[config.mk]
export PLATFORM = sky130hd
export DESIGN_NAME = timed_event_queue_core
export DESIGN_NICKNAME = d
export VERILOG_FILES = /design/src/rtl/tevq_pkg.sv /design/src/rtl/timed_event_queue_core.sv /design/src/rtl/tevq_ram.sv /design/src/rtl/tevq_alu.sv
export SDC_FILE = /design/constraint.sdc
export NUM_CORES = 1
export LEC_CHECK = 0
export BUFFER_PORTS_ARGS = -buffer_cell sky130_fd_sc_hd__buf_4
export CAP_MARGIN = 25
export CELL_PAD_IN_SITES_DETAIL_PLACEMENT = 1
export CELL_PAD_IN_SITES_GLOBAL_PLACEMENT = 2
export CORE_ASPECT_RATIO = 0.8
export CORE_MARGIN = 2
export CORE_UTILIZATION = 35
export DETAILED_ROUTE_END_ITERATION = 10
export MAX_ROUTING_LAYER = met4
export PLACE_DENSITY = 0.75
export SETUP_SLACK_MARGIN = 0.2
export SLEW_MARGIN = 20
export SYNTH_ARGS = -nofsm -noshare
export SYNTH_HDL_FRONTEND = slang
export SYNTH_SLANG_ARGS = --single-unit
[constraint.sdc]
create_clock -name clock -period 7.4 [get_ports clock]
set_input_delay 0.74 -clock clock [delete_from_list [all_inputs] [get_ports clock]]
set_output_delay 0.74 -clock clock [all_outputs]
set_load 0.005 [all_outputs]
[src/rtl/tevq_pkg.sv]
`default_nettype none

package tevq_pkg;

   // Queue geometry
   localparam int DEPTH  = 16;
   localparam int IDX_W  = $clog2(DEPTH);
   localparam int CNT_W  = $clog2(DEPTH + 1);

   // Field widths
   localparam int FUNC_W = 2;
   localparam int KIND_W = 4;
   localparam int DUE_W  = 32;
   localparam int OCC_W  = 5;

   // Stream payload widths, padded to whole bytes
   localparam int REQ_FIELDS_W = KIND_W + 3 * DUE_W;
   localparam int REQ_DATA_W   = ((REQ_FIELDS_W + 7) / 8) * 8;
   localparam int REQ_PAD_W    = REQ_DATA_W - REQ_FIELDS_W;
   localparam int RSP_FIELDS_W = DUE_W + 1 + KIND_W + DUE_W + OCC_W;
   localparam int RSP_DATA_W   = ((RSP_FIELDS_W + 7) / 8) * 8;
   localparam int RSP_PAD_W    = RSP_DATA_W - RSP_FIELDS_W;

   typedef enum logic [FUNC_W-1:0] {
      FUNC_INSERT    = 2'd0,
      FUNC_CANCEL    = 2'd1,
      FUNC_QUERY     = 2'd2,
      FUNC_FRAME_END = 2'd3
   } func_type;

   typedef struct packed {
      logic [KIND_W-1:0] kind;
      logic [DUE_W-1:0]  due;
   } slot_type;

   typedef struct packed {
      logic             wr_en;
      logic [IDX_W-1:0] wr_addr;
      slot_type         wr_data;
      logic [IDX_W-1:0] rd_addr;
   } ram_req_type;

   typedef struct packed {
      logic [DUE_W-1:0] diff;
      logic             gt;
   } alu_res_type;

endpackage

`default_nettype wire

[src/rtl/timed_event_queue_core.sv]
`default_nettype none

// Sorted timer event queue. Holds up to DEPTH pending events (4-bit kind,
// 32-bit due cycle) in a slot memory, earliest first, equal due cycles in
// arrival order. A request (func in req_tuser) inserts an event in front of
// the first strictly later one, cancels every event of a kind, queries the
// cycles left until the first event of a kind (due minus now, wrapped, 0 if
// none) or ends a frame by subtracting the elapsed cycles from every due
// cycle with 32-bit wrap. Every response carries a drop flag (rsp_tuser,
// insert into a full queue), the query answer, the head event and the
// occupancy. From acceptance to the response register a request passes through
// an accept state, a state that primes the slot memory read, a walk over every
// pending slot plus a closing step, and the FIN and HEAD states that read back
// the head slot; an insert into a full queue skips the priming and the walk.
// The walk is set by the slot memory with one registered read port and one
// write port, and the one shared subtract/compare unit that insert, query and
// frame-end steps go through. The block takes no request while a walk runs; a
// finished response waits in the output register, and the next request is
// taken meanwhile.

module timed_event_queue_core (
   input  wire                             clock,
   input  wire                             reset,
   // request channel
   input  wire                             req_tvalid,
   output logic                            req_tready,
   // [3:0] event_kind, [35:4] due_cycle, [67:36] now_cycle,
   // [99:68] elapsed_cycles, [103:100] zero
   input  wire  [tevq_pkg::REQ_DATA_W-1:0] req_tdata,
   // [1:0] func
   input  wire  [tevq_pkg::FUNC_W-1:0]     req_tuser,
   // response channel
   output logic                            rsp_tvalid,
   input  wire                             rsp_tready,
   // [31:0] remaining, [32] head_valid, [36:33] head_kind,
   // [68:37] head_due, [73:69] occupancy, [79:74] zero
   output logic [tevq_pkg::RSP_DATA_W-1:0] rsp_tdata,
   // [0] status
   output logic                            rsp_tuser
);
   import tevq_pkg::*;

   typedef enum logic [2:0] {
      ST_IDLE,
      ST_PRIME,
      ST_WALK,
      ST_FIN,
      ST_HEAD
   } state_type;

   state_type         state_ff, state_in;
   func_type          func_ff, func_in;
   logic [KIND_W-1:0] kind_ff, kind_in;
   logic [DUE_W-1:0]  opnd_ff, opnd_in;
   logic [CNT_W-1:0]  count_ff, count_in;
   logic [CNT_W-1:0]  ptr_ff, ptr_in;
   logic [CNT_W-1:0]  wr_ptr_ff, wr_ptr_in;
   logic              found_ff, found_in;
   slot_type          carry_ff, carry_in;
   logic              status_ff, status_in;
   logic [DUE_W-1:0]  remaining_ff, remaining_in;

   logic              rsp_valid_ff, rsp_valid_in;
   logic              rsp_status_ff, rsp_status_in;
   logic [DUE_W-1:0]  rsp_remaining_ff, rsp_remaining_in;
   logic              rsp_hv_ff, rsp_hv_in;
   logic [KIND_W-1:0] rsp_hk_ff, rsp_hk_in;
   logic [DUE_W-1:0]  rsp_hd_ff, rsp_hd_in;
   logic [OCC_W-1:0]  rsp_occ_ff, rsp_occ_in;

   ram_req_type       ram_req;
   slot_type          rd_data;
   alu_res_type       alu_res;
   logic [CNT_W-1:0]  ptr_nxt;
   logic [CNT_W-1:0]  wr_ptr_nxt;
   logic              at_end;
   logic              load;

   tevq_ram u_ram (
      .clock   (clock),
      .ram_req (ram_req),
      .rd_data (rd_data)
   );

   // Shared unit: slot due against the request operand
   tevq_alu u_alu (
      .opa (rd_data.due),
      .opb (opnd_ff),
      .res (alu_res)
   );

   assign req_tready = (state_ff == ST_IDLE);
   assign ptr_nxt    = ptr_ff + CNT_W'(1);
   assign wr_ptr_nxt = wr_ptr_ff + CNT_W'(1);
   assign at_end     = (ptr_ff == count_ff);
   // Move the finished request into the output register once it is free
   assign load       = (state_ff == ST_HEAD) && (!rsp_valid_ff || rsp_tready);

   always_comb begin
      state_in         = state_ff;
      func_in          = func_ff;
      kind_in          = kind_ff;
      opnd_in          = opnd_ff;
      count_in         = count_ff;
      ptr_in           = ptr_ff;
      wr_ptr_in        = wr_ptr_ff;
      found_in         = found_ff;
      carry_in         = carry_ff;
      status_in        = status_ff;
      remaining_in     = remaining_ff;
      rsp_status_in    = rsp_status_ff;
      rsp_remaining_in = rsp_remaining_ff;
      rsp_hv_in        = rsp_hv_ff;
      rsp_hk_in        = rsp_hk_ff;
      rsp_hd_in        = rsp_hd_ff;
      rsp_occ_in       = rsp_occ_ff;
      rsp_valid_in     = rsp_valid_ff && !rsp_tready;

      ram_req          = '0;

      case (state_ff)
         ST_IDLE: begin
            if (req_tvalid) begin
               // Latch the request; keep only the operand this func needs
               func_in      = func_type'(req_tuser);
               kind_in      = req_tdata[KIND_W-1:0];
               ptr_in       = '0;
               wr_ptr_in    = '0;
               found_in     = 1'b0;
               status_in    = 1'b0;
               remaining_in = '0;
               case (func_type'(req_tuser))
                  FUNC_QUERY:     opnd_in = req_tdata[KIND_W+2*DUE_W-1 -: DUE_W];
                  FUNC_FRAME_END: opnd_in = req_tdata[KIND_W+3*DUE_W-1 -: DUE_W];
                  default:        opnd_in = req_tdata[KIND_W+DUE_W-1 -: DUE_W];
               endcase
               if ((func_type'(req_tuser) == FUNC_INSERT) && (count_ff == CNT_W'(DEPTH))) begin
                  // Drop the insert, flag it, leave the list alone
                  status_in = 1'b1;
                  state_in  = ST_FIN;
               end else begin
                  state_in  = ST_PRIME;
               end
            end
         end

         ST_PRIME: begin
            ram_req.rd_addr = '0;
            state_in        = ST_WALK;
         end

         ST_WALK: begin
            // rd_data holds slot ptr_ff; fetch the next one meanwhile
            ram_req.rd_addr = ptr_nxt[IDX_W-1:0];
            if (at_end) begin
               state_in = ST_FIN;
               case (func_ff)
                  FUNC_INSERT: begin
                     // Append the displaced tail slot, or the new event itself
                     ram_req.wr_en   = 1'b1;
                     ram_req.wr_addr = ptr_ff[IDX_W-1:0];
                     ram_req.wr_data = found_ff ? carry_ff : slot_type'{kind_ff, opnd_ff};
                     count_in        = count_ff + CNT_W'(1);
                  end
                  FUNC_CANCEL: begin
                     count_in = wr_ptr_ff;
                  end
                  default: begin
                  end
               endcase
            end else begin
               ptr_in = ptr_nxt;
               case (func_ff)
                  FUNC_INSERT: begin
                     if (found_ff) begin
                        // Shift: drop the carried slot here, carry this one on
                        ram_req.wr_en   = 1'b1;
                        ram_req.wr_addr = ptr_ff[IDX_W-1:0];
                        ram_req.wr_data = carry_ff;
                        carry_in        = rd_data;
                     end else if (alu_res.gt) begin
                        // First strictly later slot: place the new event here
                        ram_req.wr_en   = 1'b1;
                        ram_req.wr_addr = ptr_ff[IDX_W-1:0];
                        ram_req.wr_data = slot_type'{kind_ff, opnd_ff};
                        carry_in        = rd_data;
                        found_in        = 1'b1;
                     end
                  end
                  FUNC_CANCEL: begin
                     // Compact the survivors toward the head
                     if (rd_data.kind != kind_ff) begin
                        ram_req.wr_en   = 1'b1;
                        ram_req.wr_addr = wr_ptr_ff[IDX_W-1:0];
                        ram_req.wr_data = rd_data;
                        wr_ptr_in       = wr_ptr_nxt;
                     end
                  end
                  FUNC_QUERY: begin
                     if (!found_ff && (rd_data.kind == kind_ff)) begin
                        remaining_in = alu_res.diff;
                        found_in     = 1'b1;
                     end
                  end
                  FUNC_FRAME_END: begin
                     ram_req.wr_en   = 1'b1;
                     ram_req.wr_addr = ptr_ff[IDX_W-1:0];
                     ram_req.wr_data = slot_type'{rd_data.kind, alu_res.diff};
                  end
                  default: begin
                  end
               endcase
            end
         end

         ST_FIN: begin
            // All writes are done; read back the head slot
            ram_req.rd_addr = '0;
            state_in        = ST_HEAD;
         end

         ST_HEAD: begin
            ram_req.rd_addr = '0;
            if (load) begin
               rsp_valid_in     = 1'b1;
               rsp_status_in    = status_ff;
               rsp_remaining_in = remaining_ff;
               rsp_hv_in        = (count_ff != '0);
               rsp_hk_in        = (count_ff != '0) ? rd_data.kind : '0;
               rsp_hd_in        = (count_ff != '0) ? rd_data.due : '0;
               rsp_occ_in       = OCC_W'(count_ff);
               state_in         = ST_IDLE;
            end
         end

         default: begin
            state_in = ST_IDLE;
         end
      endcase
   end

   always_ff @(posedge clock) begin
      if (reset) begin
         state_ff     <= ST_IDLE;
         count_ff     <= '0;
         rsp_valid_ff <= 1'b0;
      end else begin
         state_ff     <= state_in;
         count_ff     <= count_in;
         rsp_valid_ff <= rsp_valid_in;
      end
      func_ff          <= func_in;
      kind_ff          <= kind_in;
      opnd_ff          <= opnd_in;
      ptr_ff           <= ptr_in;
      wr_ptr_ff        <= wr_ptr_in;
      found_ff         <= found_in;
      carry_ff         <= carry_in;
      status_ff        <= status_in;
      remaining_ff     <= remaining_in;
      rsp_status_ff    <= rsp_status_in;
      rsp_remaining_ff <= rsp_remaining_in;
      rsp_hv_ff        <= rsp_hv_in;
      rsp_hk_ff        <= rsp_hk_in;
      rsp_hd_ff        <= rsp_hd_in;
      rsp_occ_ff       <= rsp_occ_in;
   end

   assign rsp_tvalid = rsp_valid_ff;
   assign rsp_tuser  = rsp_status_ff;
   assign rsp_tdata  = {{RSP_PAD_W{1'b0}}, rsp_occ_ff, rsp_hd_ff, rsp_hk_ff,
                        rsp_hv_ff, rsp_remaining_ff};

   // Occupancy never exceeds the slot count
   a_count_bound: assert property (@(posedge clock) disable iff (reset)
      count_ff <= CNT_W'(DEPTH))
      else $error("occupancy above depth");

   // A dropped insert is only reported when the queue is full
   a_drop_full: assert property (@(posedge clock) disable iff (reset)
      (load && status_ff) |-> (count_ff == CNT_W'(DEPTH)))
      else $error("insert dropped on a queue that is not full");

   // The walk stays inside the list and compaction never passes the read pointer
   a_walk_bound: assert property (@(posedge clock) disable iff (reset)
      (state_ff == ST_WALK) |-> ((ptr_ff <= count_ff) && (wr_ptr_ff <= ptr_ff)))
      else $error("walk pointer out of range");

   // A response only appears out of the head readback
   a_rsp_from_head: assert property (@(posedge clock) disable iff (reset)
      $rose(rsp_valid_ff) |-> ($past(state_ff) == ST_HEAD))
      else $error("response raised outside head readback");

endmodule

`default_nettype wire

[src/rtl/tevq_ram.sv]
`default_nettype none

module tevq_ram (
   input  wire                    clock,
   input  tevq_pkg::ram_req_type  ram_req,
   output tevq_pkg::slot_type     rd_data
);
   import tevq_pkg::*;

   slot_type slot_mem_ff [DEPTH];
   slot_type rd_data_ff;

   // One write port, one registered read port; read returns old data on a collision
   always_ff @(posedge clock) begin
      if (ram_req.wr_en) begin
         slot_mem_ff[ram_req.wr_addr] <= ram_req.wr_data;
      end
      rd_data_ff <= slot_mem_ff[ram_req.rd_addr];
   end

   assign rd_data = rd_data_ff;

endmodule

`default_nettype wire

[src/rtl/tevq_alu.sv]
`default_nettype none

module tevq_alu (
   input  wire [tevq_pkg::DUE_W-1:0] opa,
   input  wire [tevq_pkg::DUE_W-1:0] opb,
   output tevq_pkg::alu_res_type     res
);
   import tevq_pkg::*;

   logic [DUE_W:0] sub;

   // One subtractor: wrapped difference, and a > b from borrow and zero test
   always_comb begin
      sub      = {1'b0, opa} - {1'b0, opb};
      res.diff = sub[DUE_W-1:0];
      res.gt   = !sub[DUE_W] && (sub[DUE_W-1:0] != '0);
   end

endmodule

`default_nettype wire

==> results of run 1 <==
cells in the mapped netlist, drive strengths merged, types with 3 or more instances:
cell type  number
a2111oi         4
a211oi         82
a21boi          3
a21o           16
a21oi         115
a221oi          3
a22o           10
a22oi          42
a311oi         72
a32oi           4
and2           13
and4            3
buf            35
clkbuf        123
dfxtp          45
edfxtp        769
ha             37
inv            48
mux2i         218
mux4           36
nand2         270
nand2b          9
nand3          19
nand4          10
nand4b          3
nor2          124
nor2b         114
nor3           58
nor3b           8
nor4            6
o211ai          4
o21a            9
o21ai          62
o21bai          3
o221ai         36
o31a            5
o31ai           8
or2             6
or3             5
xnor2          13
xor2           19
through the flow:
stage / hold slack, ns / setup slack [ns] / power (mW)
floorplan: 0.4003 / 0.8481 / 6.394
global route: 0.2497 / 0.7581 / 11.51
detailed placement: 0.4057 / 1.186 / 7.043
global placement: 0.4048 / 1.318 / 6.999
finish: 0.2760 / 0.9687 / 11.13
CTS: 0.2408 / 1.168 / 11.20
layout make-up:
| class | instances | area (sq um) |
|---|---|---|
| Antenna cell | 1 | 2.502 |
| Clock buffer | 89 | 2067 |
| Clock inverter | 59 | 581.8 |
| Fill cell | 10270 | 59030 |
| Inverter | 48 | 180.2 |
| Multi-Input combinational cell | 1488 | 10690 |
| Sequential cell | 814 | 23990 |
| Tap cell | 1325 | 1658 |
| Timing Repair Buffer | 258 | 1994 |
cells by family (layout without fill, tap and decap cells):
logic type               count (synthesis)  after routing  share of synthesized area
buffers and inverters                  206            454                    0.02317
XOR/XNOR                                32             32                   0.007948
AO/OA/AOI/OAI                          498            498                     0.1012
adder cells (fa/ha/maj)                 38             38                    0.01370
multiplexers                           255            255                    0.08519
flip-flops                             814            814                     0.6804
other                                    1              7                  0.0001063
AND/OR/NAND/NOR                        659            659                    0.08831
routing by layer:
layer,wire length [microns],part of all wire,up-vias,global-route usage
met4,2441,0.023,0,0.05338
met1,49170,0.46,11720,0.2852
met3,5164,0.049,171,0.02930
li1,-,-,10040,-
met5,0,0,-,-
met2,49180,0.46,599,0.3216
power by group:
part	internal, mW	switching [mW]
clock	2.35	1.81
combinational	0.555	1.11
sequential	5.18	0.123
total	8.09	3.04
registers in the layout, indices dropped and copies added, names as in the netlist, 2 cells and up:
name               cells
rsp_hk_ff              4
u_ram.slot_mem_ff    576
rsp_hd_ff             32
rsp_occ_ff             5
state_ff               3
carry_ff              36
count_ff               5
wr_ptr_ff              5
opnd_ff               32
func_ff                2
ptr_ff                 5
rsp_remaining_ff      32
u_ram.rd_data         36
remaining_ff          32
kind_ff                4
worst max-delay path: stages (launching register included):
cell	delay [ns]
dfxtp_1	0.34
inv_1	0.11
ha_1	0.16
inv_1	0.05
fa_1	0.41
a21o_1	0.21
a221o_1	0.49
a211oi_4	0.43
a21oi_2	0.16
xnor2_1	0.45
nand4b_1	0.18
nor4_2	0.78
and4b_1	0.50
nor2_1	0.18
o31ai_4	0.58
and4_2	0.31
buf_4	0.63
final timing paths:
check / startpoint / end / slack (ns) / depth (start not counted)
max: u_ram.rd_data[0] / u_ram.slot_mem_ff[5][1] / 0.97 / 16
max reg2reg: u_ram.rd_data[0] / u_ram.slot_mem_ff[5][1] / 0.97 / 16
min reg2reg: remaining_ff[11] / rsp_remaining_ff[11] / 0.42 / 0
min: req_tdata[3] / kind_ff[3] / 0.28 / 1
==> flow_summary_export.csv, run 1 <==
group,metric,value,unit
job,max_cap_viol_count,0,
placed_design,hpwl,66850,microns
route,drc,0,
grt,grt_pass1_wl,154000,microns
synth,yosys.area.top_type,"edfxtp_1",
cts,cts_max_path_buffers,3,
route,detailroute.via_count,22530,
timing,fin_tns_setup,0,ns
synth,ys_seq_area_frac,0.6804,
synth,ys_warn_count,0,
cts,cts_sinks,814,
timing,drv_slew,0,
floorplanning,die_w,358.9,microns
synth,synth_edf_count,769,
setup_path,startpoint_type,"flip-flop",
timing,timing.final.crit_share,0.8691,
power,powerDensity,270.3,nW/um^2
timing,finClkSkew,0.02238,ns
layout,final_cell_mix,"edfxtp_1 (769), nand2_1 (267), buf_4 (243)",
cts,clk_latency,0.65,ns
synth,yosysUniqueCellTypes,85,
floorplanning,ios,193,
cts,cts_hold_buf,0,
cts,cts-root-buf,"clkbuf_16",
layout,area_growth_syn_to_layout,16.75,%
route,post_drt_wl_per_cell,25.96,microns
route,wl,106000,microns
setup_path,cp-end-kind,"flip-flop",
route,drt_iter0_drc,1782,
timing,worst_pin_slew,1.032,ns
layout,layout.cells.non_filler,4082,
route,routed_via_density,5.519,
layout,finish.utilization,0.4109,
timing,fmax,0.1555,GHz
grt,grt_pass1_vias,23190,
route,postRouteAntennaNets,0,
cts,post_cts_buffers,0,
floorplanning,core,100200,sq um
timing,rsz0062_at_grt,"no",
synth,ys_seq_elements,814,
power,leakagePower,14.60,nW
setup_path,crit_required,7.66,ns
run_status,status,"finished, final reports clean",
cts,cts_buffers,81,
placed_design,io_buffers,182,
cts,cts_resized,0,
grt,track_usage,0.2067,
floorplanning,initial_utilization,0.3519,
timing,period_needed,6.431,ns
layout,design_area,41170,sq um
floorplanning,die_area,103300,sq um
floorplanning,row_count,104,
setup_path,worstPathArrival,6.70,ns
layout,drive_gt1_frac,0.1749,
synth,ys.flop_type,"edfxtp_1",
worst_hold_path,hold_path.class,"in -> reg",
route,first_pass_iters,5,
grt,grt_max_degree,112,
power,ir_drop,203.6,uV
placed_design,placed_cells,3930,
grt,gr-total-overflow,0,
synth,syn_area_per_cell,14.09,sq um
cts,h-tree-depth,3,
synth,syn_area,35260,sq um
timing,setup_viol,0,
synth,synthArstFlopShare,0,
cts,clkTransAtPathRegs,0.06,ns
setup_path,crit_fanout,36,
placed_design,place.gp.congestion,0.8870,
synth,synth_area_leaders,"edfxtp_1 (65%), mux2i_1 (6.2%), nand2_1 (2.9%)",
synth,synthCells,2503,
setup_path,crit_type,"reg -> reg",
synth,yosysTopAreaCellShare,0.6548,
cts,cts_tree,"yes",
timing,hold_viol_final,0,
placed_design,placed_area,38460,sq um
grt,grt_antenna_before_repair,2,
layout,layout_commonest_cell,"edfxtp_1",
layout,final_nets,2839,
floorplanning,dieHeight,287.9,microns
timing,relSlewSlack,0.3119,
(Power assumes the default switching activity.)
==> inputs of run 2 (changes only) <==
--- a/config.mk
+++ b/config.mk
@@ -5,7 +5,7 @@
 export SDC_FILE = /design/constraint.sdc
 export NUM_CORES = 1
 export LEC_CHECK = 0
-export BUFFER_PORTS_ARGS = -buffer_cell sky130_fd_sc_hd__buf_4
+export BUFFER_PORTS_ARGS = -buffer_cell sky130_fd_sc_hd__buf_2
 export CAP_MARGIN = 25
 export CELL_PAD_IN_SITES_DETAIL_PLACEMENT = 1
 export CELL_PAD_IN_SITES_GLOBAL_PLACEMENT = 2
@@ -14,7 +14,7 @@
 export CORE_UTILIZATION = 35
 export DETAILED_ROUTE_END_ITERATION = 10
 export MAX_ROUTING_LAYER = met4
-export PLACE_DENSITY = 0.75
+export PLACE_DENSITY = 0.68
 export SETUP_SLACK_MARGIN = 0.2
 export SLEW_MARGIN = 20
 export SYNTH_ARGS = -nofsm -noshare
==> run 2 against run 1 <==
Compared with the run above: core utilization down 0.11 points; global-route usage up 0.79 points; sequential cell count unchanged; critical path type unchanged; worst hold slack worse by 0.032 ns; critical path depth down 2; sequential power about the same; clock skew up 0.0011 ns; via count down 0.36%; register-to-register slack better by 0.08 ns; non-clock buffer count up 10; critical endpoint is now u_ram.slot_mem_ff[5][8]; setup slack better by 0.078 ns.
==> flow_summary_export.csv, run 2 (synthesis gave the netlist of run 1 again) <==
group,metric,value,unit
timing,fin_tns_setup,0,ns
timing,setup_slack,1.047,ns
setup_path,max_stage_delay,0.80,ns
timing,setup_viol,0,
setup_path,cp.depth,14,
cts,cts-root-buf,"clkbuf_16",
setup_path,crit_path_start,"opnd_ff[11]",
timing,relSlewSlack,0.2656,
setup_path,r2r-start,"opnd_ff[11]",
grt,grt_max_degree,134,
grt,track_usage,0.2146,
timing,rsz0062_at_grt,"no",
power,powerDensity,275.4,nW/um^2
setup_path,crit_path_end,"u_ram.slot_mem_ff[5][8]",
job,max_cap_viol_count,0,
placed_design,place_ws,1.141,ns
layout,layout_commonest_cell,"edfxtp_1",
floorplanning,die_w,358.9,microns
layout,drive_gt1_frac,0.1773,
timing,hold_viol_final,0,
power,ir_drop,200.9,uV
layout,final_nets,2850,
placed_design,io_buffers,182,
timing,worst_pin_slew,1.102,ns
route,drt_iter0_drc,1712,
setup_path,crit_fanout,23,
layout,area_growth_syn_to_layout,16.43,%
route,wl,109100,microns
setup_path,crit_type,"reg -> reg",
setup_path,rrSetupSlack,1.05,ns
setup_path,crit_required,7.77,ns
cts,cts_tree,"yes",
setup_path,reg2reg_depth,14,
floorplanning,initial_utilization,0.3519,
setup_path,crit_buf_inv,2,
cts,cts_resized,0,
route,routed_via_density,5.482,
timing,fmax,0.1574,GHz
setup_path,startpoint_type,"flip-flop",
cts,clk_latency,0.68,ns
cts,cts_sinks,814,
grt,gr-total-overflow,0,
layout,layout.cells.non_filler,4095,
route,detailroute.via_count,22450,
route,drc,0,
cts,h-tree-depth,3,
worst_hold_path,hold_path.class,"in -> reg",
cts,cts_max_path_buffers,3,
placed_design,place.gp.congestion,0.8728,
setup_path,cp-end-kind,"flip-flop",
cts,cts_hold_buf,0,
timing,finClkSkew,0.02349,ns
placed_design,placed_area,38160,sq um
layout,design_area,41060,sq um
layout,top_register,"u_ram.slot_mem_ff",
setup_path,cpMaxStageDelayCell,"a31oi_1",
layout,finish.utilization,0.4098,
layout,largest_register_ffs,576,
placed_design,hpwl,69540,microns
cts,post_cts_buffers,0,
setup_path,worstPathArrival,6.72,ns
power,leakagePower,14.58,nW
setup_path,critPathTopFamily,"compound AO/OA/AOI/OAI gates",
route,postRouteAntennaNets,0,
cts,cts_buffers,82,
floorplanning,core,100200,sq um
layout,diodes,0,
route,first_pass_iters,7,
placed_design,placed_cells,3939,
timing,timing.final.crit_share,0.8586,
setup_path,r2r_end,"u_ram.slot_mem_ff[5][8]",
grt,grt_antenna_before_repair,2,
run_status,status,"finished, final reports clean",
cts,clkTransAtPathRegs,0.06,ns
timing,period_needed,6.353,ns
grt,grt_pass1_vias,23010,
route,post_drt_wl_per_cell,26.63,microns
floorplanning,row_count,104,
floorplanning,die_area,103300,sq um
floorplanning,ios,193,
timing,drv_slew,0,
setup_path,path_cells,"inv_1 -> ha_1 -> a21oi_1 -> o221ai_2 -> a31oi_1 -> a21oi_2 -> a21oi_4 -> xnor2_1 -> nor4_2 -> and4b_1 -> nor2_1 -> o31ai_4 -> and4_4 -> buf_4",
layout,final_cell_mix,"edfxtp_1 (769), nand2_1 (267), mux2i_1 (218)",
floorplanning,dieHeight,287.9,microns
grt,grt_pass1_wl,158800,microns
## run 2: worst min path at each step
stage	startpoint	endpoint	slack [ns]	depth (start not counted)
finish	req_tdata[2]	kind_ff[2]	0.24	1
global route	req_tdata[2]	kind_ff[2]	0.22	1
CTS	req_tdata[2]	kind_ff[2]	0.20	1
detailed placement	remaining_ff[13]	rsp_remaining_ff[13]	0.41	0
global placement	remaining_ff[26]	rsp_remaining_ff[26]	0.41	0
floorplan	remaining_ff[0]	rsp_remaining_ff[0]	0.40	0
## run 2: final cells by class
cell class | count | area (sq um)
fillers | 10220 | 59140
flip-flops and latches | 814 | 23990
multi-input cells | 1488 | 10710
clock buffers | 105 | 2230
repair buffers | 268 | 1727
well taps | 1325 | 1658
clock inverters | 47 | 560.5
inverters | 48 | 180.2
## run 2: where the power goes
| part | internal [mW] | switching (mW) | total (mW) | leakage, nW |
|---|---|---|---|---|
| registers | 5.18 | 0.133 | 5.32 | 7.52 |
| logic | 0.549 | 1.12 | 1.67 | 5.71 |
| clock network | 2.47 | 1.85 | 4.32 | 1.34 |
## run 2: per-layer routing
metal	global-route usage	vias to the layer above	wire, microns
li1	-	10060	-
met4	0.03882	0	1448
met3	0.02663	102	4460
met2	0.3352	516	50850
met5	-	-	0
met1	0.3039	11770	52300
## run 2: through the flow
| step | hold WS, ns | power, mW |
|---|---|---|
| CTS | 0.2001 | 11.39 |
| global route | 0.2155 | 11.72 |
| global placement | 0.4056 | 7.034 |
| floorplan | 0.4003 | 6.394 |
| detailed placement | 0.4056 | 7.065 |
| finish | 0.2442 | 11.31 |
